File: config.mk
export PLATFORM = sky130hd
export DESIGN_NAME = joystick_thruster_mixer
export DESIGN_NICKNAME = d
export VERILOG_FILES = /design/src/jtm_pkg.sv /design/src/jtm_div.sv /design/src/jtm_dp.sv /design/src/jtm_ctrl.sv /design/src/joystick_thruster_mixer.sv
export SDC_FILE = /design/constraint.sdc
export NUM_CORES = 2
export LEC_CHECK = 0
export BUFFER_PORTS_ARGS = -buffer_cell sky130_fd_sc_hd__buf_2
export CORE_ASPECT_RATIO = 0.8
export CORE_MARGIN = 5
export CORE_UTILIZATION = 40
export CTS_CLUSTER_SIZE = 30
export DETAILED_ROUTE_END_ITERATION = 12
export SETUP_SLACK_MARGIN = 0.4
export SYNTH_ARGS = -nofsm -noshare
export SYNTH_HDL_FRONTEND = slang
export SYNTH_SLANG_ARGS = --single-unit
File: constraint.sdc
create_clock -name clk -period 15.6 [get_ports clk]
set_input_delay 3.12 -clock clk [delete_from_list [all_inputs] [get_ports clk]]
set_output_delay 3.12 -clock clk [all_outputs]
set_load 0.02 [all_outputs]
File: src/jtm_pkg.sv
package jtm_pkg;

  localparam int Q_BITS = 16;
  localparam int DIV_LANES = 2;

  localparam logic signed [15:0] COS45_Q15 = 16'sd23170;
  localparam logic [16:0] ONE_Q15 = 17'd32768;

  localparam logic [14:0] THRESHOLD_RESET = 15'd3277;
  localparam logic [14:0] GAIN_RESET = 15'd22938;
  localparam logic [15:0] DELAY_RESET = 16'd500;
  localparam logic [14:0] EPSILON_RESET = 15'd33;

  localparam logic KIND_POWER = 1'b0;
  localparam logic KIND_LED = 1'b1;

  localparam logic [1:0] SERVO_ZERO = 2'd0;
  localparam logic [1:0] SERVO_PLUS = 2'd1;
  localparam logic [1:0] SERVO_MINUS = 2'd2;

  localparam logic [1:0] MOTION_NONE = 2'd0;
  localparam logic [1:0] MOTION_STOPPED = 2'd1;
  localparam logic [1:0] MOTION_MOVING = 2'd2;

  localparam logic [1:0] BOARD_SUSPEND = 2'd0;
  localparam logic [1:0] BOARD_RESERVED = 2'd3;

  typedef enum logic [1:0] {
    CMD_JOY    = 2'd0,
    CMD_BOARD  = 2'd1,
    CMD_HEALTH = 2'd2,
    CMD_NONE   = 2'd3
  } cmd_t;

  typedef enum logic [1:0] {
    CFG_THRESHOLD = 2'd0,
    CFG_GAIN      = 2'd1,
    CFG_DELAY     = 2'd2,
    CFG_EPSILON   = 2'd3
  } cfg_idx_t;

  typedef enum logic [1:0] {
    PATH_MIX,
    PATH_STOP,
    PATH_ROT,
    PATH_VERT
  } path_t;

  typedef enum logic [2:0] {
    ST_IDLE,
    ST_MUL_A,
    ST_MUL_B,
    ST_ROUND,
    ST_NORM,
    ST_DIV,
    ST_FORM,
    ST_EMIT
  } ctrl_state_t;

  typedef struct packed {
    logic load;
    logic mul_a;
    logic mul_b;
    logic round_b;
    logic norm;
    logic div_step;
    logic form;
    logic emit;
  } jtm_cmd_t;

  typedef struct packed {
    logic need_div;
    logic div_last;
    logic out_free;
  } jtm_stat_t;

  function automatic logic [16:0] abs16(input logic signed [15:0] v);
    logic signed [16:0] e;
    e = {v[15], v};
    return e[16] ? 17'(-e) : 17'(e);
  endfunction

  function automatic logic signed [15:0] neg_sat16(input logic signed [15:0] v);
    return (v == -16'sd32768) ? 16'sd32767 : 16'(-v);
  endfunction

  function automatic logic signed [15:0] sat16(input logic signed [17:0] v);
    logic signed [15:0] r;
    if (v > 18'sd32767) begin
      r = 16'sd32767;
    end else if (v < -18'sd32768) begin
      r = -16'sd32768;
    end else begin
      r = v[15:0];
    end
    return r;
  endfunction

  function automatic logic signed [17:0] round_q30(input logic signed [32:0] p);
    logic [32:0] m;
    logic [32:0] s;
    logic signed [17:0] r;
    m = p[32] ? 33'(-p) : 33'(p);
    s = m + 33'd16384;
    r = $signed({1'b0, s[31:15]});
    return p[32] ? 18'(-r) : r;
  endfunction

endpackage

File: src/jtm_div.sv
module jtm_div (
  input  logic                clk,
  input  logic                rst,
  input  logic                load,
  input  logic                step,
  input  logic [15:0]         divisor,
  input  logic [1:0][31:0]    num,
  output logic [1:0][15:0]    quo,
  output logic                last
);
  import jtm_pkg::*;

  localparam int CNT_W = $clog2(Q_BITS);

  logic [CNT_W-1:0]            cnt;
  logic [DIV_LANES-1:0][15:0]  rem;
  logic [DIV_LANES-1:0][15:0]  acc;
  logic [DIV_LANES-1:0][15:0]  rem_next;
  logic [DIV_LANES-1:0][15:0]  acc_next;

  always_comb begin
    logic [16:0] trial;
    logic        ge;
    for (int i = 0; i < DIV_LANES; i++) begin
      trial = {rem[i], acc[i][15]};
      ge = trial >= {1'b0, divisor};
      rem_next[i] = ge ? 16'(trial - {1'b0, divisor}) : trial[15:0];
      acc_next[i] = {acc[i][14:0], ge};
    end
  end

  always_ff @(posedge clk) begin
    if (rst) begin
      cnt <= '0;
    end else if (load) begin
      cnt <= '0;
    end else if (step) begin
      cnt <= cnt + 1'b1;
    end
  end

  always_ff @(posedge clk) begin
    for (int i = 0; i < DIV_LANES; i++) begin
      if (load) begin
        rem[i] <= num[i][31:16];
        acc[i] <= num[i][15:0];
      end else if (step) begin
        rem[i] <= rem_next[i];
        acc[i] <= acc_next[i];
      end
    end
  end

  assign quo = acc;
  assign last = (cnt == CNT_W'(Q_BITS - 1));

endmodule

File: src/jtm_dp.sv
module jtm_dp (
  input  logic                  clk,
  input  logic                  rst,
  input  jtm_pkg::jtm_cmd_t     ctl,
  output jtm_pkg::jtm_stat_t    stat,
  input  logic                  cfg_we,
  input  logic [1:0]            cfg_index,
  input  logic [15:0]           cfg_data,
  input  logic [1:0]            cmd,
  input  logic signed [15:0]    left_horizontal,
  input  logic signed [15:0]    left_vertical_raw,
  input  logic signed [15:0]    right_horizontal,
  input  logic signed [15:0]    right_vertical_raw,
  input  logic                  button_west,
  input  logic                  button_south,
  input  logic [31:0]           time_ms,
  input  logic [1:0]            board_state_in,
  output logic                  result_valid,
  input  logic                  result_stall,
  output logic                  result_kind,
  output logic signed [15:0]    thruster_a,
  output logic signed [15:0]    thruster_b,
  output logic signed [15:0]    thruster_c,
  output logic signed [15:0]    thruster_d,
  output logic [1:0]            servo_code,
  output logic                  order_initialize,
  output logic                  order_suspend,
  output logic [1:0]            led_left,
  output logic [1:0]            led_right
);
  import jtm_pkg::*;

  logic [14:0] stick_threshold;
  logic [14:0] rotate_gain;
  logic [15:0] vertical_delay_ms;
  logic [14:0] zero_epsilon;

  logic [1:0]  motion_status;
  logic [1:0]  board_state;
  logic        vertical_active;
  logic [31:0] vertical_start_time;

  logic signed [15:0] lh;
  logic signed [15:0] lv;
  logic signed [15:0] rh;
  logic signed [15:0] rv;
  logic               bw;
  logic               bs;
  logic [31:0]        now;
  logic               is_led;

  logic signed [32:0] prod;
  logic signed [17:0] b1;
  logic signed [17:0] b2;
  logic               norm;
  logic               vert_go;
  logic signed [15:0] t_a;
  logic signed [15:0] t_b;
  logic signed [15:0] t_c;
  logic signed [15:0] t_d;
  logic [1:0]         servo;

  path_t              path;
  logic signed [16:0] mul_x;
  logic signed [15:0] mul_y;
  logic [16:0]        m1;
  logic [16:0]        m2;
  logic [16:0]        m;
  logic [1:0][31:0]   div_num;
  logic [1:0][15:0]   quo;
  logic               div_last;
  logic [31:0]        held;
  logic               all_zero;
  logic signed [15:0] mix1;
  logic signed [15:0] mix2;
  logic signed [15:0] rot_mag;
  logic signed [15:0] rot_p;
  logic signed [15:0] vert_mag;

  always_comb begin
    logic lh_on;
    logic lv_on;
    logic rh_on;
    logic rv_on;
    lh_on = abs16(lh) > {2'b0, stick_threshold};
    lv_on = abs16(lv) > {2'b0, stick_threshold};
    rh_on = abs16(rh) > {2'b0, stick_threshold};
    rv_on = abs16(rv) > {2'b0, stick_threshold};
    if (lh_on || lv_on) begin
      path = PATH_MIX;
    end else if (!(rh_on || rv_on)) begin
      path = PATH_STOP;
    end else if (rh_on) begin
      path = PATH_ROT;
    end else begin
      path = PATH_VERT;
    end
  end

  always_comb begin
    if (ctl.mul_b) begin
      mul_x = 17'({lv[15], lv} - {lh[15], lh});
      mul_y = COS45_Q15;
    end else if (path == PATH_MIX) begin
      mul_x = 17'({lv[15], lv} + {lh[15], lh});
      mul_y = COS45_Q15;
    end else begin
      mul_x = $signed(abs16(rh));
      mul_y = $signed({1'b0, rotate_gain});
    end
  end

  assign m1 = b1[17] ? 17'(-b1) : 17'(b1);
  assign m2 = b2[17] ? 17'(-b2) : 17'(b2);
  assign m = (m1 > m2) ? m1 : m2;
  assign div_num[0] = 32'({m1, 15'b0}) + 32'(m[16:1]);
  assign div_num[1] = 32'({m2, 15'b0}) + 32'(m[16:1]);

  jtm_div u_div (
    .clk     (clk),
    .rst     (rst),
    .load    (ctl.norm),
    .step    (ctl.div_step),
    .divisor (m[15:0]),
    .num     (div_num),
    .quo     (quo),
    .last    (div_last)
  );

  assign held = vertical_active ? (now - vertical_start_time) : 32'd0;

  always_comb begin
    if (norm) begin
      mix1 = sat16(b1[17] ? 18'(-$signed({2'b0, quo[0]})) : $signed({2'b0, quo[0]}));
      mix2 = sat16(b2[17] ? 18'(-$signed({2'b0, quo[1]})) : $signed({2'b0, quo[1]}));
    end else begin
      mix1 = sat16(b1);
      mix2 = sat16(b2);
    end
    rot_mag = sat16(b1);
    rot_p = rh[15] ? 16'(-rot_mag) : rot_mag;
    vert_mag = vert_go ? sat16($signed({1'b0, abs16(rv)})) : 16'sd0;
  end

  assign all_zero = (abs16(t_a) <= {2'b0, zero_epsilon}) &&
                    (abs16(t_b) <= {2'b0, zero_epsilon}) &&
                    (abs16(t_c) <= {2'b0, zero_epsilon}) &&
                    (abs16(t_d) <= {2'b0, zero_epsilon});

  assign stat.need_div = (path == PATH_MIX) && (m > ONE_Q15);
  assign stat.div_last = div_last;
  assign stat.out_free = !result_valid || !result_stall;

  always_ff @(posedge clk) begin
    if (ctl.load) begin
      lh <= left_horizontal;
      lv <= neg_sat16(left_vertical_raw);
      rh <= right_horizontal;
      rv <= neg_sat16(right_vertical_raw);
      bw <= button_west;
      bs <= button_south;
      now <= time_ms;
      is_led <= (cmd_t'(cmd) == CMD_HEALTH);
    end
    if (ctl.mul_a || ctl.mul_b) begin
      prod <= mul_x * mul_y;
    end
    if (ctl.mul_a) begin
      vert_go <= held > {16'b0, vertical_delay_ms};
    end
    if (ctl.mul_b) begin
      b1 <= round_q30(prod);
    end
    if (ctl.round_b) begin
      b2 <= round_q30(prod);
    end
    if (ctl.norm) begin
      norm <= stat.need_div;
    end
    if (ctl.form) begin
      servo <= SERVO_ZERO;
      unique case (path)
        PATH_MIX: begin
          t_a <= mix1;
          t_b <= mix2;
          t_c <= mix2;
          t_d <= mix1;
        end
        PATH_ROT: begin
          t_a <= rot_p;
          t_b <= 16'(-rot_p);
          t_c <= rot_p;
          t_d <= 16'(-rot_p);
        end
        PATH_VERT: begin
          t_a <= vert_mag;
          t_b <= vert_mag;
          t_c <= vert_mag;
          t_d <= vert_mag;
          servo <= rv[15] ? SERVO_MINUS : SERVO_PLUS;
        end
        default: begin
          t_a <= '0;
          t_b <= '0;
          t_c <= '0;
          t_d <= '0;
        end
      endcase
    end
    if (ctl.emit) begin
      if (is_led) begin
        result_kind <= KIND_LED;
        thruster_a <= '0;
        thruster_b <= '0;
        thruster_c <= '0;
        thruster_d <= '0;
        servo_code <= SERVO_ZERO;
        order_initialize <= 1'b0;
        order_suspend <= 1'b0;
        led_left <= board_state;
        led_right <= motion_status;
      end else begin
        result_kind <= KIND_POWER;
        thruster_a <= t_a;
        thruster_b <= t_b;
        thruster_c <= t_c;
        thruster_d <= t_d;
        servo_code <= servo;
        order_initialize <= bw;
        order_suspend <= !bw && bs;
        led_left <= 2'd0;
        led_right <= 2'd0;
      end
    end
  end

  always_ff @(posedge clk) begin
    if (rst) begin
      stick_threshold <= THRESHOLD_RESET;
      rotate_gain <= GAIN_RESET;
      vertical_delay_ms <= DELAY_RESET;
      zero_epsilon <= EPSILON_RESET;
      motion_status <= MOTION_NONE;
      board_state <= BOARD_SUSPEND;
      vertical_active <= 1'b0;
      vertical_start_time <= '0;
      result_valid <= 1'b0;
    end else begin
      if (cfg_we) begin
        unique case (cfg_idx_t'(cfg_index))
          CFG_THRESHOLD: stick_threshold <= cfg_data[14:0];
          CFG_GAIN:      rotate_gain <= cfg_data[14:0];
          CFG_DELAY:     vertical_delay_ms <= cfg_data;
          CFG_EPSILON:   zero_epsilon <= cfg_data[14:0];
          default: ;
        endcase
      end
      if (ctl.load && cmd_t'(cmd) == CMD_BOARD && board_state_in != BOARD_RESERVED) begin
        board_state <= board_state_in;
      end
      if (ctl.emit) begin
        result_valid <= 1'b1;
        if (is_led) begin
          motion_status <= MOTION_NONE;
        end else begin
          motion_status <= all_zero ? MOTION_STOPPED : MOTION_MOVING;
          vertical_active <= (path == PATH_VERT);
          if (path == PATH_VERT && !vertical_active) begin
            vertical_start_time <= now;
          end
        end
      end else if (!result_stall) begin
        result_valid <= 1'b0;
      end
    end
  end

endmodule

File: src/jtm_ctrl.sv
module jtm_ctrl (
  input  logic                clk,
  input  logic                rst,
  input  logic                sample_valid,
  output logic                sample_stall,
  input  logic [1:0]          cmd,
  input  jtm_pkg::jtm_stat_t  stat,
  output jtm_pkg::jtm_cmd_t   ctl
);
  import jtm_pkg::*;

  ctrl_state_t state;
  ctrl_state_t state_next;

  always_ff @(posedge clk) begin
    if (rst) begin
      state <= ST_IDLE;
    end else begin
      state <= state_next;
    end
  end

  always_comb begin
    state_next = state;
    unique case (state)
      ST_IDLE: begin
        if (sample_valid) begin
          unique case (cmd_t'(cmd)) inside
            CMD_JOY:             state_next = ST_MUL_A;
            CMD_HEALTH:          state_next = ST_EMIT;
            CMD_BOARD, CMD_NONE: state_next = ST_IDLE;
            default:             state_next = ST_IDLE;
          endcase
        end
      end
      ST_MUL_A: state_next = ST_MUL_B;
      ST_MUL_B: state_next = ST_ROUND;
      ST_ROUND: state_next = ST_NORM;
      ST_NORM:  state_next = stat.need_div ? ST_DIV : ST_FORM;
      ST_DIV: begin
        if (stat.div_last) begin
          state_next = ST_FORM;
        end
      end
      ST_FORM: state_next = ST_EMIT;
      ST_EMIT: begin
        if (stat.out_free) begin
          state_next = ST_IDLE;
        end
      end
      default: state_next = ST_IDLE;
    endcase
  end

  always_comb begin
    ctl = '0;
    sample_stall = 1'b1;
    unique case (state)
      ST_IDLE: begin
        sample_stall = 1'b0;
        ctl.load = sample_valid;
      end
      ST_MUL_A: ctl.mul_a = 1'b1;
      ST_MUL_B: ctl.mul_b = 1'b1;
      ST_ROUND: ctl.round_b = 1'b1;
      ST_NORM:  ctl.norm = 1'b1;
      ST_DIV:   ctl.div_step = 1'b1;
      ST_FORM:  ctl.form = 1'b1;
      ST_EMIT:  ctl.emit = stat.out_free;
      default: ;
    endcase
  end

endmodule

File: src/joystick_thruster_mixer.sv
// A joystick sample, once accepted, steps through MUL_A, MUL_B, ROUND and NORM, then the
// 16-step two-lane divider (DIV) if the left-stick mix is renormalised, then FORM and EMIT,
// which registers the result once the output is free. A new item is accepted in the cycle
// after the previous result has been registered; a health tick goes straight to EMIT.
// Synchronous reset returns the controller to idle, empties the result register and loads the
// configuration and status registers with their defaults.
module joystick_thruster_mixer (
  input  logic               clk,
  input  logic               rst,
  input  logic               cfg_we,
  input  logic [1:0]         cfg_index,
  input  logic [15:0]        cfg_data,
  input  logic               sample_valid,
  output logic               sample_stall,
  input  logic [1:0]         cmd,
  input  logic signed [15:0] left_horizontal,
  input  logic signed [15:0] left_vertical_raw,
  input  logic signed [15:0] right_horizontal,
  input  logic signed [15:0] right_vertical_raw,
  input  logic               button_west,
  input  logic               button_south,
  input  logic [31:0]        time_ms,
  input  logic [1:0]         board_state_in,
  output logic               result_valid,
  input  logic               result_stall,
  output logic               result_kind,
  output logic signed [15:0] thruster_a,
  output logic signed [15:0] thruster_b,
  output logic signed [15:0] thruster_c,
  output logic signed [15:0] thruster_d,
  output logic [1:0]         servo_code,
  output logic               order_initialize,
  output logic               order_suspend,
  output logic [1:0]         led_left,
  output logic [1:0]         led_right
);
  import jtm_pkg::*;

  jtm_cmd_t  ctl;
  jtm_stat_t stat;

  jtm_ctrl u_ctrl (
    .clk          (clk),
    .rst          (rst),
    .sample_valid (sample_valid),
    .sample_stall (sample_stall),
    .cmd          (cmd),
    .stat         (stat),
    .ctl          (ctl)
  );

  jtm_dp u_dp (
    .clk                (clk),
    .rst                (rst),
    .ctl                (ctl),
    .stat               (stat),
    .cfg_we             (cfg_we),
    .cfg_index          (cfg_index),
    .cfg_data           (cfg_data),
    .cmd                (cmd),
    .left_horizontal    (left_horizontal),
    .left_vertical_raw  (left_vertical_raw),
    .right_horizontal   (right_horizontal),
    .right_vertical_raw (right_vertical_raw),
    .button_west        (button_west),
    .button_south       (button_south),
    .time_ms            (time_ms),
    .board_state_in     (board_state_in),
    .result_valid       (result_valid),
    .result_stall       (result_stall),
    .result_kind        (result_kind),
    .thruster_a         (thruster_a),
    .thruster_b         (thruster_b),
    .thruster_c         (thruster_c),
    .thruster_d         (thruster_d),
    .servo_code         (servo_code),
    .order_initialize   (order_initialize),
    .order_suspend      (order_suspend),
    .led_left           (led_left),
    .led_right          (led_right)
  );

endmodule

Yosys cells after proc, flatten, opt, wreduce, memory -nomap -nowiden --
Index checks and enable logic that the tools add are counted.
Word-level totals: bits of input ports 125, output and inout port bits 75, bits in registers 479, logic and storage cells 218
Cells by class: $mul 1, muxes and demuxes 72, add/subtract/negate cells 27, equal/unequal tests 22, magnitude comparators 23, reductions and logical operators 29, bitwise gates (word level) 1
Operator list (count):
- 16-bit two-way mux | 24
- 17-bit two-way mux | 13
- 16-bit case mux with 3 select lines | 4
- 16-bit negator with 17-bit output | 8
- 18-bit by 16-bit less-than comparator with 1-bit output, second input constant | 5
- 18-bit by 16-bit greater-than comparator with 1-bit output, second input constant | 4
- 17-bit by 15-bit greater-than comparator with 1-bit output | 4
- 17-bit by 15-bit less-or-equal comparator with 1-bit output | 4
- 32-bit by 16-bit adder with 32-bit output | 2
- 32-bit two-way mux | 2
- 16-bit negator | 4
- 18-bit two-way mux | 3
- 16-bit negator with 18-bit output | 2
- 17-bit by 16-bit greater-or-equal comparator with 1-bit output | 2
- 17-bit negator | 2
- 17-bit by 16-bit multiplier with 33-bit output | 1
- 32-bit by 15-bit adder with 32-bit output, second input constant | 1
- 16-bit == test, second input constant | 2
- 32-bit by 16-bit greater-than comparator with 1-bit output | 1
- 32-bit negator | 1
- 16-bit subtractor | 2
- 32-bit subtractor | 1
- 15-bit two-way mux | 2
- 3-bit case mux with 8 select lines | 1
- other kinds (29) | 80

Logic depth before layout (Yosys ltp) --
word-level depth 10, gate-level depth with buffers 41, mapped depth without buffers 39

Modules after synthesis --
Synthesis repeated with hierarchy kept, for this count alone.
Second synthesis, totals: cells, all modules 4817, area total of the unflattened synthesis 44198.6 um^2
By module, submodules not included:
- jtm_dp | cells an instance 4342, times used 1, area each 39147.5 um^2, seq. area each 11140.7 um^2
- jtm_div | cells an instance 437, times used 1, area each 4780.8 um^2, seq. area each 2001.9 um^2
- jtm_ctrl | cells an instance 38, times used 1, area each 270.3 um^2, seq. area each 60.1 um^2

Least setup slack after synthesis --
Ideal clock, no wire load.
kind reg2reg, start register u_dp.lv[11], end register u_dp.prod[32] (data pin), stages on the path, launching flop included 36, arrival time 9353 ps, clock period less this slack 9619 ps, path buffers 2, data required time 15334 ps, slack 5981 ps, library setup time 266 ps, cell sequence edfxtp_1 -> or4_1 -> or3_1 -> o21ai_0 -> xnor2_1 -> ha_1 -> a211o_1 -> a21oi_1 -> nand3_1 -> o21a_1 -> nor3_1 -> clkbuf_1 -> buf_2 -> o31ai_1 -> a21oi_1 -> nand2_1 -> fa_1 -> inv_1 -> fa_1 -> fa_1 -> fa_1 -> fa_1 -> inv_1 -> fa_1 -> inv_1 -> ha_1 -> a21o_1 -> a21o_1 -> a21oi_1 -> nor3b_1 -> o211ai_1 -> nand3_1 -> nand3_1 -> a31oi_1 -> mux2i_1 -> nand4_1
Between the ends: word-level cells in the longest chain between the ends 9, elaborated cells between the ends (all ways) 13, classes of those cells add/sub (3); mul (1); order compare (1); mux (6); reduce/logical (2)
Ends and longest elaborated chain:
- from (decl) | line jtm_dp.sv:44 | logic signed [15:0] lv;
- from (signal assigned) | line jtm_dp.sv:157 | lv <= neg_sat16(left_vertical_raw);
- 16-bit negator with 17-bit output | line jtm_pkg.sv:80 | return e[16] ? 17'(-e) : 17'(e);
- 17-bit two-way mux | line jtm_pkg.sv:80
- 17-bit by 15-bit greater-than comparator with 1-bit output | line jtm_dp.sv:86 | lv_on = abs16(lv) > {2'b0, stick_threshold};
- 1-bit logical OR | line jtm_dp.sv:89 | if (lh_on || lv_on) begin
- 2-bit two-way mux | line jtm_dp.sv:89
- 2-bit logical NOT | line jtm_dp.sv:104 | end else if (path == PATH_MIX) begin
- 17-bit two-way mux or 15-bit two-way mux (tied branches) | line jtm_dp.sv:104
- 17-bit two-way mux or 15-bit two-way mux (tied branches) | line jtm_dp.sv:101 | if (ctl.mul_b) begin
- 17-bit by 16-bit multiplier with 33-bit output * | line jtm_dp.sv:166 | prod <= mul_x * mul_y;
- to (signal assigned) | line jtm_dp.sv:166
- to (decl) | line jtm_dp.sv:52 | logic signed [32:0] prod;
Mark *: on every way between the ends. The rest lies on a longest branch, timed or not. A chain may end at the register's enable or synchronous reset.

Final worst setup path --
start register u_dp.lv[10], end register u_dp.prod[32] (data pin)
The elaborated chain is that of the path after synthesis.

==> results.json <==
{
  "hold_viol": 0,
  "cp.arrival_ps": 11360,
  "grt_first_pass_wirelength_microns": 208800,
  "fin_tns_setup_ps": 0,
  "area_growth_pct": 10.06,
  "required_ps": 15980,
  "yosys_register_bits": 475,
  "seq_area_frac_synth_pct": 30.16,
  "fillers": 10580,
  "hold_path_class": "flip-flop to flip-flop",
  "wl_per_cell_microns": 21.08,
  "core_area_sq_um": 108500,
  "dp.cells": 6332,
  "routed_wl_microns": 135800,
  "crit_top_cell": "fa_1",
  "drc": 0,
  "numPortBuffers": 199,
  "placed_area_sq_um": 46300,
  "setup_slack_ps": 4622,
  "finalWeightedCongestion": 0.9735,
  "clk_pin_slew_worst_paths_ps": 60,
  "maxCapViolCount": 0,
  "grt_usage_pct": 22.92,
  "cts_resized": 0,
  "ys_types": 98,
  "worst_skew_pair.late_latency_ps": 670,
  "async_flop_share_pct": 0,
  "tightest_slew_ps": 1245,
  "first_pass_iters": 5,
  "post_cts.repair.setup_buffers": 0,
  "max-slew-margin-rel_pct": 16.64,
  "cts_buffers": 56,
  "grt_max_degree": 75,
  "drtIter0Drc": 3501,
  "synth_flop_cell": "edfxtp_1",
  "period_needed_ps": 10980,
  "grt_pass1_vias": 34490,
  "ant_nets": 0,
  "cts_root_buffer": "clkbuf_16",
  "r2r_slack_ps": 4620,
  "num_rows": 108,
  "vias": 36100,
  "multiInputGateArea_sq_um": 28020,
  "stdcell_area_sq_um": 48180,
  "antenna_found_initial": 9,
  "globalRouteOverflowTotal": 0,
  "dp_hpwl_microns": 108900,
  "final_cell_count_no_fill": 6441,
  "final_nets": 5702,
  "clockBufferDepth": 3,
  "vias_per_cell": 5.605,
  "rsz0062_at_grt": "no",
  "synth_cells": 4815,
  "die_w_microns": 379.9,
  "drive_above_1_share_pct": 8.606,
  "synth-warning-count": 0,
  "fmax_mhz": 91.09,
  "postCtsHoldBufs": 0,
  "fin_skew_ps": 43.39,
  "syn_avg_cell_area_sq_um": 9.091,
  "crit_slowest_cell": "or4_1",
  "end_kind": "flip-flop",
  "slew_viol_final": 0,
  "fp.dieH_microns": 305.9,
  "synth_edf_count": 369,
  "cts-htree-levels": 2,
  "ioPinCount": 200,
  "die_area_sq_um": 116200,
  "start_util_pct": 40.34,
  "cp-start-kind": "flip-flop",
  "cp_max_fo": 44,
  "status": "completed",
  "slowest_delay_ps": 580,
  "cts_tree": "built",
  "dp_slack_ps": 4819,
  "cts_num_sinks": 475,
  "setup.worst_path.class": "flip-flop to flip-flop",
  "netlist_area_sq_um": 43770,
  "setup_violations": 0,
  "min_period_over_period_pct": 70.37,
  "ff_latch_area_sq_um": 13200
}
## cell usage after synthesis (all sizes together) (44+ instances only)
library cell | n | area (sq um)
inv | 528 | 1982
nand2 | 518 | 1944
edfxtp | 369 | 11080
nor2 | 360 | 1351
ha | 353 | 4417
fa | 264 | 5285
a21oi | 240 | 1201
xnor2 | 230 | 2014
o21ai | 205 | 1030
clkbuf | 142 | 533.0
a21o | 111 | 833.3
nor3 | 108 | 560.5
dfxtp | 106 | 2122
nor2b | 105 | 656.9
nand3 | 97 | 485.5
xor2 | 81 | 709.4
nand2b | 76 | 475.5
o31ai | 65 | 498.0
mux2i | 60 | 600.6
nand4 | 55 | 350.3
o211ai | 51 | 387.9
or3 | 50 | 317.8
o21a | 48 | 360.4
a211oi | 44 | 330.3
## cell families after synthesis
logic type | share of synthesized area [%]
AO/OA/AOI/OAI | 15.58
XOR/XNOR | 6.222
adder cells (fa/ha/maj) | 22.16
buffers and inverters | 6.225
flip-flops | 30.16
multiplexers | 1.655
other | 0.01716
AND/OR/NAND/NOR | 17.98
## metrics by stage
step                      util [%]  hold WS [ps]
final                        44.40         454.8
after global routing         44.39         475.7
after CTS                    44.39         454.9
after detailed placement     42.67         446.3
after global placement       42.67         440.8
after floorplan                  -         432.0
## final cells by class
class	instances	area share (%)
Tap cell	1430	3.714
Multi-Input combinational cell	3656	58.16
Inverter	533	4.153
Clock inverter	39	0.8414
Sequential cell	475	27.40
Antenna cell	3	0.01558
Timing Repair Buffer	238	2.680
Clock buffer	67	3.036
## critical path, delay by kind of cell, from the launching register on
kind	cells	cell delay, ps
AO/OA/AOI/OAI	10	2750
XOR/XNOR	1	180
adder cells (fa/ha/maj)	8	3780
buffers and inverters	5	690
flip-flops	1	490
multiplexers	1	230
AND/OR/NAND/NOR	10	2540
## sequential cells by signal, summed over array words and instances (netlist names), 15 cells and up
signal                    cells
u_dp.b1                      18
u_dp.lh                      16
u_dp.u_div.rem               32
u_dp.lv                      16
u_dp.t_b                     15
u_dp.rotate_gain             15
u_dp.thruster_b              15
u_dp.rh                      16
u_dp.thruster_a              15
u_dp.stick_threshold         15
u_dp.zero_epsilon            15
u_dp.now                     32
u_dp.thruster_c              16
u_dp.t_c                     16
u_dp.t_d                     16
u_dp.thruster_d              16
u_dp.t_a                     15
u_dp.vertical_delay_ms       16
u_dp.u_div.quo               32
u_dp.prod                    33
u_dp.rv                      16
u_dp.vertical_start_time     32
u_dp.b2                      18
## metal layers
metal	vias to the layer above	GRT usage, %	wire length [microns]
li1	17130	-	-
met1	17430	33.43	62610
met2	1333	34.73	57920
met3	207	4.502	11400
met4	6	6.456	3821
met5	-	0	41
## cells in the final DEF, fill, tap and decap left out, types with 103 or more instances in the layout
master    netlist  routed
inv_1         528     526
nand2_1       518     517
edfxtp_1      369     369
nor2_1        360     358
ha_1          353     353
fa_1          264     264
a21oi_1       240     240
xnor2_1       230     230
buf_2          27     198
o21ai_0       196     196
a21o_1        111     111
dfxtp_1       106     106
nor2b_1       105     105
nor3_1        104     103
## worst paths after layout
kind         cells after the start              endpoint                 start
min                              2  u_dp.zero_epsilon[7]  u_dp.zero_epsilon[7]
max                             35         u_dp.prod[32]           u_dp.lv[10]
min reg2reg                      2  u_dp.zero_epsilon[7]  u_dp.zero_epsilon[7]
max reg2reg                     35         u_dp.prod[32]           u_dp.lv[10]
Power is left out: the tool's default activity adds up to more than one toggle a clock period on the data nets, which glitch-free logic cannot reach.
